--- src/design/mpe_pkg.sv ---
package mpe_pkg;

    localparam int MAX_SIZE      = 8;
    localparam int MAX_DEGREE    = 15;
    localparam int FRACTION_BITS = 16;

    localparam int DATA_W = 32;
    localparam int PROD_W = 2 * DATA_W;
    localparam int IDX_W  = $clog2(MAX_SIZE);
    localparam int ACC_W  = PROD_W + IDX_W;
    localparam int CNT_W  = $clog2(MAX_SIZE * MAX_SIZE + 1);
    localparam int DEG_W  = $clog2(MAX_DEGREE + 1);
    localparam int CCNT_W = $clog2(MAX_DEGREE + 2);

    // cell pipeline depth and sequencer waits
    localparam int CELL_LAT     = 3;
    localparam int DRAIN_CYCLES = CELL_LAT * MAX_SIZE + 3;
    localparam int SCALE_CYCLES = 5;
    localparam int WAIT_W       = $clog2(DRAIN_CYCLES + 1);

    localparam logic [1:0] REG_MATRIX_SIZE = 2'd0;
    localparam logic [1:0] REG_POLY_DEGREE = 2'd1;

    typedef enum logic [3:0] {
        S_LOAD,
        S_SETUP,
        S_INIT,
        S_KBEGIN,
        S_PCAP,
        S_PISSUE,
        S_PDRAIN,
        S_SCAP,
        S_SCALE,
        S_SWAIT,
        S_OCAP,
        S_OUT
    } t_state;

    typedef struct packed {
        logic                     valid;
        logic [IDX_W-1:0]         col;
        logic signed [ACC_W-1:0]  acc;
    } t_link;

    typedef struct packed {
        logic [IDX_W-1:0]         size_m1;
        logic [IDX_W-1:0]         row;
        logic                     cap;
        logic                     init;
        logic                     scale;
        logic                     rd;
        logic                     w_en;
        logic                     w_src;
        logic [IDX_W-1:0]         w_row;
        logic [IDX_W-1:0]         w_col;
        logic signed [DATA_W-1:0] w_val;
    } t_cell_ctl;

    typedef struct packed {
        logic signed [DATA_W-1:0] val;
        logic                     sat;
    } t_sat;

    // floor(a / 2^FRACTION_BITS), saturated to DATA_W bits
    function automatic t_sat shift_sat(input logic signed [ACC_W-1:0] a);
        logic signed [ACC_W-1:0] s;
        t_sat r;
        s = a >>> FRACTION_BITS;
        if ((&s[ACC_W-1:DATA_W-1]) || !(|s[ACC_W-1:DATA_W-1])) begin
            r.val = s[DATA_W-1:0];
            r.sat = 1'b0;
        end else begin
            r.val = s[ACC_W-1] ? {1'b1, {(DATA_W-1){1'b0}}} : {1'b0, {(DATA_W-1){1'b1}}};
            r.sat = 1'b1;
        end
        return r;
    endfunction

    function automatic t_sat add_sat(input logic signed [DATA_W-1:0] a,
                                     input logic signed [DATA_W-1:0] b);
        logic signed [DATA_W:0] s;
        t_sat r;
        s = {a[DATA_W-1], a} + {b[DATA_W-1], b};
        if (s[DATA_W] == s[DATA_W-1]) begin
            r.val = s[DATA_W-1:0];
            r.sat = 1'b0;
        end else begin
            r.val = s[DATA_W] ? {1'b1, {(DATA_W-1){1'b0}}} : {1'b0, {(DATA_W-1){1'b1}}};
            r.sat = 1'b1;
        end
        return r;
    endfunction

endpackage

--- src/design/mpe_cell.sv ---
// One column cell: holds source row, power column and sum column of its index.
module mpe_cell (
    input  logic                                    i_clk,
    input  logic                                    i_rst_n,
    input  logic [mpe_pkg::IDX_W-1:0]               i_index,
    input  mpe_pkg::t_cell_ctl                      i_ctl,
    input  logic signed [mpe_pkg::DATA_W-1:0]       i_coef,
    input  mpe_pkg::t_link                          i_link,
    output mpe_pkg::t_link                          o_link,
    output logic signed [mpe_pkg::DATA_W-1:0]       o_sum,
    output logic                                    o_sat
);

    logic signed [mpe_pkg::DATA_W-1:0] r_srow [mpe_pkg::MAX_SIZE];
    logic signed [mpe_pkg::DATA_W-1:0] r_pcol [mpe_pkg::MAX_SIZE];
    logic signed [mpe_pkg::DATA_W-1:0] r_scol [mpe_pkg::MAX_SIZE];

    logic signed [mpe_pkg::DATA_W-1:0] r_p;
    logic signed [mpe_pkg::DATA_W-1:0] r_s;
    logic signed [mpe_pkg::PROD_W-1:0] r_prod;
    logic signed [mpe_pkg::DATA_W-1:0] r_term;
    logic                              r_tsat;
    logic signed [mpe_pkg::DATA_W-1:0] r_sum_rd;
    logic signed [mpe_pkg::DATA_W-1:0] r_out;
    mpe_pkg::t_link                    r_l1;
    mpe_pkg::t_link                    r_l2;
    mpe_pkg::t_link                    r_l3;
    logic                              r_sc1;
    logic                              r_sc2;
    logic                              r_sc3;
    logic                              r_sat;

    logic                              w_active;
    logic signed [mpe_pkg::DATA_W-1:0] w_op;
    mpe_pkg::t_sat                     w_term;
    mpe_pkg::t_sat                     w_add;

    assign w_active = (i_index <= i_ctl.size_m1);
    assign w_op     = r_sc1 ? i_coef : r_s;
    assign w_term   = mpe_pkg::shift_sat(mpe_pkg::ACC_W'(r_prod));
    assign w_add    = mpe_pkg::add_sat(r_sum_rd, r_term);

    // local stores and datapath
    always_ff @(posedge i_clk) begin
        if (i_ctl.w_en && (i_ctl.w_col == i_index)) begin
            r_pcol[i_ctl.w_row] <= i_ctl.w_val;
        end
        if (i_ctl.w_en && i_ctl.w_src && (i_ctl.w_row == i_index)) begin
            r_srow[i_ctl.w_col] <= i_ctl.w_val;
        end
        if (i_ctl.cap) begin
            r_p <= r_pcol[i_ctl.row];
        end
        r_s    <= r_srow[i_link.col];
        r_prod <= r_p * w_op;
        if (r_sc2) begin
            r_term   <= w_term.val;
            r_tsat   <= w_term.sat;
            r_sum_rd <= r_scol[i_ctl.row];
        end
        if (r_sc3) begin
            r_scol[i_ctl.row] <= w_add.val;
        end else if (i_ctl.init) begin
            r_scol[i_ctl.row] <= (i_ctl.row == i_index) ? i_coef : '0;
        end
        if (i_ctl.rd) begin
            r_out <= r_scol[i_ctl.row];
        end
    end

    // partial sums step one cell along the chain
    always_ff @(posedge i_clk) begin
        if (!i_rst_n) begin
            r_l1.valid <= 1'b0;
            r_l2.valid <= 1'b0;
            r_l3.valid <= 1'b0;
            r_sc1      <= 1'b0;
            r_sc2      <= 1'b0;
            r_sc3      <= 1'b0;
            r_sat      <= 1'b0;
        end else begin
            r_l1       <= i_link;
            r_l2       <= r_l1;
            r_l3.valid <= r_l2.valid;
            r_l3.col   <= r_l2.col;
            r_l3.acc   <= r_l2.acc + (w_active ? mpe_pkg::ACC_W'(r_prod) : '0);
            r_sc1      <= i_ctl.scale;
            r_sc2      <= r_sc1;
            r_sc3      <= r_sc2;
            r_sat      <= r_sc3 && w_active && (r_tsat || w_add.sat);
        end
    end

    assign o_link = r_l3;
    assign o_sum  = r_out;
    assign o_sat  = r_sat;

endmodule

--- config.mk ---
export PLATFORM = sky130hd
export DESIGN_NAME = mpe_cell
export DESIGN_NICKNAME = d
export VERILOG_FILES = /design/src/design/mpe_pkg.sv /design/src/design/mpe_cell.sv
export SDC_FILE = /design/constraint.sdc
export NUM_CORES = 2
export LEC_CHECK = 0
export BUFFER_PORTS_ARGS = -buffer_cell sky130_fd_sc_hd__buf_2
export CAP_MARGIN = 10
export CORE_MARGIN = 2
export CORE_UTILIZATION = 39
export CTS_BUF_LIST = sky130_fd_sc_hd__clkbuf_16
export CTS_CLUSTER_DIAMETER = 150
export DETAILED_ROUTE_END_ITERATION = 8
export GPL_ROUTABILITY_DRIVEN = 0
export SYNTH_ARGS = -nofsm -noshare
export SYNTH_HDL_FRONTEND = slang
export SYNTH_SLANG_ARGS = --single-unit
--- constraint.sdc ---
create_clock -name i_clk -period 12.2 [get_ports i_clk]
set_input_delay 2.44 -clock i_clk [delete_from_list [all_inputs] [get_ports i_clk]]
set_output_delay 2.44 -clock i_clk [all_outputs]
set_load 0.005 [all_outputs]
---- Word-level counts from Yosys, hierarchy flattened ----
Memory sizes are Yosys's and may differ from the RTL's. A register that Yosys moved wholly into a read port is not among the register bits.
Cells that the tools add are included.
cells by class
  add/sub/neg operators ................... 2
  $mul .................................... 1
  divide/modulo/power cells ............... 0
  $lt $le $gt $ge ......................... 1
  eq/ne operators ......................... 4
  shift operators ......................... 0
  muxes and demuxes ....................... 17
  bitwise operators ....................... 1
  reduce and logical (&&, ||, !) cells .... 10
operators with widths
  kind                                            number
  32-bit two-way mux                              5
  67-bit adder                                    1
  67-bit two-way mux                              1
  33-bit two-way mux                              2
  32-bit by 32-bit multiplier with 64-bit output  1
  32-bit by 32-bit adder with 33-bit output       1
  17-bit AND reduction                            1
  17-bit OR reduction                             1
  3-bit == test                                   3
  1-bit two-way mux                               9
  1-bit logical AND                               5
  3-bit <= comparator                             1
  1-bit logical OR                                2
  1-bit == test                                   1
  1-bit zero test                                 1
  1-bit OR                                        1
word-level totals
  flip-flop bits (word level) ............. 378
  bits in latches ......................... 0
  bits in writable memories ............... 768
  bits in read-only memories .............. 0
  word-level logic and storage cells ...... 57
  memories ................................ 3
memory list
  memory  depth  width  rd ports  clocked after memory_dff  wr ports  line            source
  r_pcol  8      32     1         1                         1         mpe_cell.sv:15  logic signed [mpe_pkg::DATA_W-1:0] r_pcol [mpe_pkg::MAX_SIZE];
  r_scol  8      32     1         0                         1         mpe_cell.sv:16  logic signed [mpe_pkg::DATA_W-1:0] r_scol [mpe_pkg::MAX_SIZE];
  r_srow  8      32     1         1                         1         mpe_cell.sv:14  logic signed [mpe_pkg::DATA_W-1:0] r_srow [mpe_pkg::MAX_SIZE];

---- Logic depth before layout (Yosys ltp) ----
  depth after elaboration ................. 5
  depth in mapped cells ................... 32
  depth with buffers taken out ............ 28

---- Least setup slack after synthesis ----
Ideal clock, no wire load.
  path kind ............................... in2reg
  start point ............................. input i_coef[2] (netlist name)
  end point ............................... register r_prod[61] (netlist name)
  library setup time ...................... 119 ps
  arrival ................................. 9901 ps
  data required time ...................... 12081 ps
  path slack .............................. 2181 ps
  stages .................................. 25
  cells stage by stage .................... mux2_2 clkbuf_1 nand2_1 inv_1 fa_1 fa_1 fa_1 fa_1 inv_1 fa_1 inv_1 fa_1 inv_1 fa_1 inv_1 fa_1 ha_1 clkbuf_1 nand3_1 a2111oi_1 a211oi_2 nand2_1 a21oi_1 o41a_1 xnor2_1
on the way
  cells in the longest elaborated chain, start to end .. 2
ends and longest elaborated chain
  what                                            line            source
  from (decl)                                     mpe_cell.sv:7   input logic signed [mpe_pkg::DATA_W-1:0] i_coef,
  32-bit two-way mux                              mpe_cell.sv:39  assign w_op = r_sc1 ? i_coef : r_s;
  32-bit by 32-bit multiplier with 64-bit output  mpe_cell.sv:55  r_prod <= r_p * w_op;
  to (signal assigned)                            mpe_cell.sv:55
  to (decl)                                       mpe_cell.sv:20  logic signed [mpe_pkg::PROD_W-1:0] r_prod;
Every way passes these cells.
A chain may end at the register's enable or synchronous reset.

---- Worst setup path after layout ----
  start point ............................. input i_coef[3] (netlist name)
  end point ............................... register r_prod[62] (netlist name)
The elaborated chain is that of the path after synthesis.

==> run_summary.xml <==
<?xml version="1.0" encoding="UTF-8"?>
<metrics>
  <group name="clocking">
    <metric name="cts_resized" unit="">0</metric>
    <metric name="clock_tree.root_cell" unit="">sky130_fd_sc_hd__clkbuf_16</metric>
    <metric name="cts_tree" unit="">built</metric>
    <metric name="clkSinkCount" unit="">1210</metric>
    <metric name="ctsHoldBuffers" unit="">0</metric>
    <metric name="h-tree-depth" unit="">4</metric>
    <metric name="clk_pin_slew" unit="ns">0.06</metric>
    <metric name="total_cts_buffers" unit="">130</metric>
    <metric name="post-cts-setup-buffer-count" unit="">0</metric>
    <metric name="cts_buffer_depth" unit="">3</metric>
    <metric name="insertion_delay" unit="ns">0.81</metric>
  </group>
  <group name="timing">
    <metric name="fmax" unit="GHz">0.0959</metric>
    <metric name="final-max-slew-violation-count" unit="">0</metric>
    <metric name="rsz0062_at_grt" unit="">no</metric>
    <metric name="timing.slew.headroom" unit="">0.183</metric>
    <metric name="timing.final.ws_setup" unit="ns">1.77</metric>
    <metric name="finClkSkew" unit="ns">0.0584</metric>
    <metric name="finalWorstPathRequiredPeriod" unit="ns">10.43</metric>
    <metric name="final_hold_viol_count" unit="">0</metric>
    <metric name="final_min_period_over_clock_period" unit="">0.855</metric>
    <metric name="report.final.setup_viol" unit="">0</metric>
    <metric name="worst_slew_pin_slew" unit="ns">1.20</metric>
    <metric name="final.setup.tns" unit="ns">0</metric>
  </group>
  <group name="logic_synthesis">
    <metric name="async_flop_share" unit="">0</metric>
    <metric name="compound_cell_area_share_of_the_yosys_netlist" unit="">0.0703</metric>
    <metric name="yosysWarnings" unit="">0</metric>
    <metric name="synth_nets" unit="">8197</metric>
    <metric name="instance_count_of_the_mapped_netlist" unit="">6670</metric>
    <metric name="combinational_family_with_the_most_area_after_synthesis" unit="">adder cells</metric>
    <metric name="synth_fa_ha_area_frac" unit="">0.303</metric>
    <metric name="ys_dominant_reg_cell" unit="">sky130_fd_sc_hd__edfxtp_1</metric>
    <metric name="sequential_element_share_of_the_synthesized_area" unit="">0.424</metric>
    <metric name="yosys.area_share.xor_xnor" unit="">0.0179</metric>
    <metric name="synth_area_per_cell" unit="um2">12.5</metric>
    <metric name="synthSimpleGateAreaFrac" unit="">0.0987</metric>
    <metric name="synth.cell_area" unit="mm2">0.0833</metric>
    <metric name="synth_mux_area_frac" unit="">0.0261</metric>
    <metric name="synth_enable_flop_cells" unit="">1107</metric>
    <metric name="postSynthRegisterBits" unit="">1210</metric>
    <metric name="netlist-cell-type-count" unit="">78</metric>
  </group>
  <group name="setup_path">
    <metric name="r2r_endpoint" unit="">r_prod[62]$_DFF_P_</metric>
    <metric name="critical_path.startpoint_type" unit="">input pin</metric>
    <metric name="path_class" unit="">in2reg</metric>
    <metric name="timing.critical_path.required" unit="ns">12.88</metric>
    <metric name="ff2ff_path_depth" unit="">25</metric>
    <metric name="critical_path_capture_point_type" unit="">register</metric>
    <metric name="worst_setup_path_startpoint" unit="">i_coef[3]</metric>
    <metric name="timing.critical_path.fanout_max" unit="">32</metric>
    <metric name="worstReg2RegStart" unit="">r_sc1$_SDFF_PN0_</metric>
    <metric name="critical_path.endpoint" unit="">r_prod[62]$_DFF_P_</metric>
    <metric name="setup.reg_to_reg.worst_slack" unit="ns">2.32</metric>
    <metric name="worst-endpoint-arrival" unit="ns">11.11</metric>
  </group>
  <group name="drt">
    <metric name="detail_route.iter0.violations" unit="">4302</metric>
    <metric name="antenna_left" unit="">0</metric>
    <metric name="vias" unit="">52400</metric>
    <metric name="route.detailed.vias_per_inst" unit="">5.35</metric>
    <metric name="detail_route.first_pass.iterations" unit="">5</metric>
    <metric name="wl_per_cell" unit="um">24.2</metric>
    <metric name="finalWirelength" unit="um">237000</metric>
    <metric name="remaining_drc_errors" unit="">0</metric>
  </group>
  <group name="flow_run">
    <metric name="max_capacitance_violation_count" unit="">0</metric>
  </group>
  <group name="finish">
    <metric name="final_net_count" unit="">8366</metric>
    <metric name="most-common-layout-cells" unit="">sky130_fd_sc_hd__edfxtp_1 (1107), sky130_fd_sc_hd__fa_1 (1084), sky130_fd_sc_hd__inv_1 (1026)</metric>
    <metric name="layout.cell_area.non_filler" unit="mm2">0.0925</metric>
    <metric name="drive_above_1_share" unit="">0.108</metric>
    <metric name="area.growth.synth_to_final" unit="%">11.0</metric>
    <metric name="mostFrequentLayoutCell" unit="">sky130_fd_sc_hd__edfxtp_1</metric>
    <metric name="layout.core_utilization" unit="">0.436</metric>
  </group>
  <group name="grt">
    <metric name="grt.met2_usage" unit="">0.358</metric>
    <metric name="largest_net_degree_at_the_start_of_global_routing" unit="">141</metric>
    <metric name="grt_most_used_layer" unit="">met2</metric>
    <metric name="track_usage" unit="">0.220</metric>
    <metric name="global_route.usage.met3" unit="">0.0416</metric>
    <metric name="grt_pass1_vias" unit="">55600</metric>
    <metric name="first_pass_grt_wire_length" unit="um">355000</metric>
    <metric name="grtUsageMet1" unit="">0.284</metric>
    <metric name="grt_overflow_total" unit="">0</metric>
    <metric name="antenna_found_initial" unit="">40</metric>
  </group>
  <group name="die">
    <metric name="initial_core_util" unit="">0.392</metric>
    <metric name="die-area" unit="mm2">0.217</metric>
    <metric name="placementRows" unit="">169</metric>
    <metric name="die_x" unit="um">466</metric>
    <metric name="pin_count" unit="">262</metric>
    <metric name="fp.dieH" unit="um">466</metric>
    <metric name="core" unit="mm2">0.212</metric>
  </group>
  <group name="placed_design">
    <metric name="hpwlAfterDp" unit="um">171000</metric>
    <metric name="dpl_cell_area" unit="mm2">0.0881</metric>
    <metric name="pre_cts_ws" unit="ns">0.994</metric>
    <metric name="buffer_ports.inserted" unit="">261</metric>
  </group>
  <group name="min_path">
    <metric name="hp_class" unit="">reg2reg</metric>
  </group>
  <group name="outcome">
    <metric name="result_of_the_run" unit="">completed</metric>
  </group>
</metrics>
layout make-up:
type	count	area, um2
Multi-Input combinational cell	4128	43400
Sequential cell	1210	35300
Clock inverter	107	1130
Fill cell	19500	120000
Clock buffer	130	3250
Tap cell	2821	3530
Antenna cell	12	30.0
Inverter	999	3750
Timing Repair Buffer	370	2150
worst min-delay path by stage:
| stage | depth (start not counted) | start | end |
|---|---|---|---|
| global route | 0 | r_l1[10]$_DFFE_PP_ | r_l2[10]$_DFFE_PP_ |
| global placement | 0 | r_l1[65]$_DFFE_PP_ | r_l2[65]$_DFFE_PP_ |
| detailed placement | 0 | r_l2[69]$_DFFE_PP_ | o_link[69]$_DFFE_PP_ |
| finish | 0 | r_l1[43]$_DFFE_PP_ | r_l2[43]$_DFFE_PP_ |
| floorplan | 0 | r_l2[67]$_DFFE_PP_ | o_link[67]$_DFFE_PP_ |
| CTS | 0 | r_l1[43]$_DFFE_PP_ | r_l2[43]$_DFFE_PP_ |
cells in the mapped netlist (all sizes together) (5+ instances only):
cell type / instances / area, um2
a211oi: 20 / 155
nor4: 9 / 56.3
mux2i: 10 / 100
a31oi: 16 / 106
a21boi: 5 / 37.5
o31a: 6 / 52.6
nand3: 40 / 200
o21a: 21 / 158
nor2: 123 / 462
xnor2: 111 / 972
a21o: 125 / 938
mux4: 64 / 1440
mux2: 56 / 631
edfxtp: 1107 / 33200
o31ai: 11 / 82.6
nor3: 33 / 165
dfxtp: 103 / 2060
a22oi: 270 / 2030
o21bai: 30 / 225
nor2b: 327 / 2050
nand2b: 36 / 225
inv: 999 / 3750
o211ai: 23 / 173
a41o: 6 / 60.1
and3: 17 / 106
fa: 1084 / 21700
xor2: 59 / 517
nand2: 612 / 2300
clkbuf: 315 / 1180
a21oi: 149 / 749
nand4: 100 / 626
a2111oi: 9 / 105
buf: 18 / 73.8
ha: 285 / 3570
or2: 10 / 62.6
and2: 293 / 1830
o21ai: 100 / 504
a221oi: 7 / 61.3
worst max-delay path: stages:
cell                       delay [ns]
sky130_fd_sc_hd__buf_2           0.18
sky130_fd_sc_hd__mux2_2          0.72
sky130_fd_sc_hd__and2_1          0.29
sky130_fd_sc_hd__fa_1            0.48
sky130_fd_sc_hd__fa_1            0.49
sky130_fd_sc_hd__fa_1            0.94
sky130_fd_sc_hd__fa_1            0.56
sky130_fd_sc_hd__fa_1            0.50
sky130_fd_sc_hd__fa_1            0.56
sky130_fd_sc_hd__fa_1            0.42
sky130_fd_sc_hd__fa_1            0.48
sky130_fd_sc_hd__ha_1            0.40
sky130_fd_sc_hd__nand4_1         0.18
sky130_fd_sc_hd__nor4_1          0.53
sky130_fd_sc_hd__nand2_1         0.11
sky130_fd_sc_hd__o211ai_1        0.32
sky130_fd_sc_hd__o31ai_1         0.20
sky130_fd_sc_hd__o21ai_1         0.22
sky130_fd_sc_hd__a221oi_1        0.13
sky130_fd_sc_hd__o31ai_1         0.53
sky130_fd_sc_hd__nor4bb_1        0.14
sky130_fd_sc_hd__a211o_1         0.25
layer usage:
layer,vias to the layer above,wire length [um]
met5,-,169
met4,28,11600
met3,431,16500
met2,1888,114000
met1,27500,95000
li1,22500,-
metrics by stage:
| step | hold slack, ns | instances |
|---|---|---|
| CTS | 0.419 | 9765 |
| detailed placement | 0.405 | 9528 |
| global route | 0.419 | 9767 |
| floorplan | 0.400 | 6670 |
| finish | 0.417 | 9777 |
| global placement | 0.402 | 9528 |
cells by family after synthesis:
logic type / count (synthesis)
DFF: 1210
AOI/OAI and AO/OA: 842
buffers and inverters: 1332
and+or+nand+nor: 1617
xor gates and xnor gates: 170
muxes: 130
adders and majority gates: 1369
registers in the layout (all words and copies together), names as in the netlist:
name,count
o_sat,1
r_sc3,1
r_prod,64
r_l1,71
r_term,32
r_sc1,1
r_sc2,1
r_pcol,256
r_tsat,1
o_link,71
r_p,32
r_l2,71
r_scol,256
r_sum_rd,32
o_sum,32
r_srow,256
r_s,32
Power is left out: the tool's default activity adds up to more than one toggle a clock period on the data nets, which glitch-free logic cannot reach.
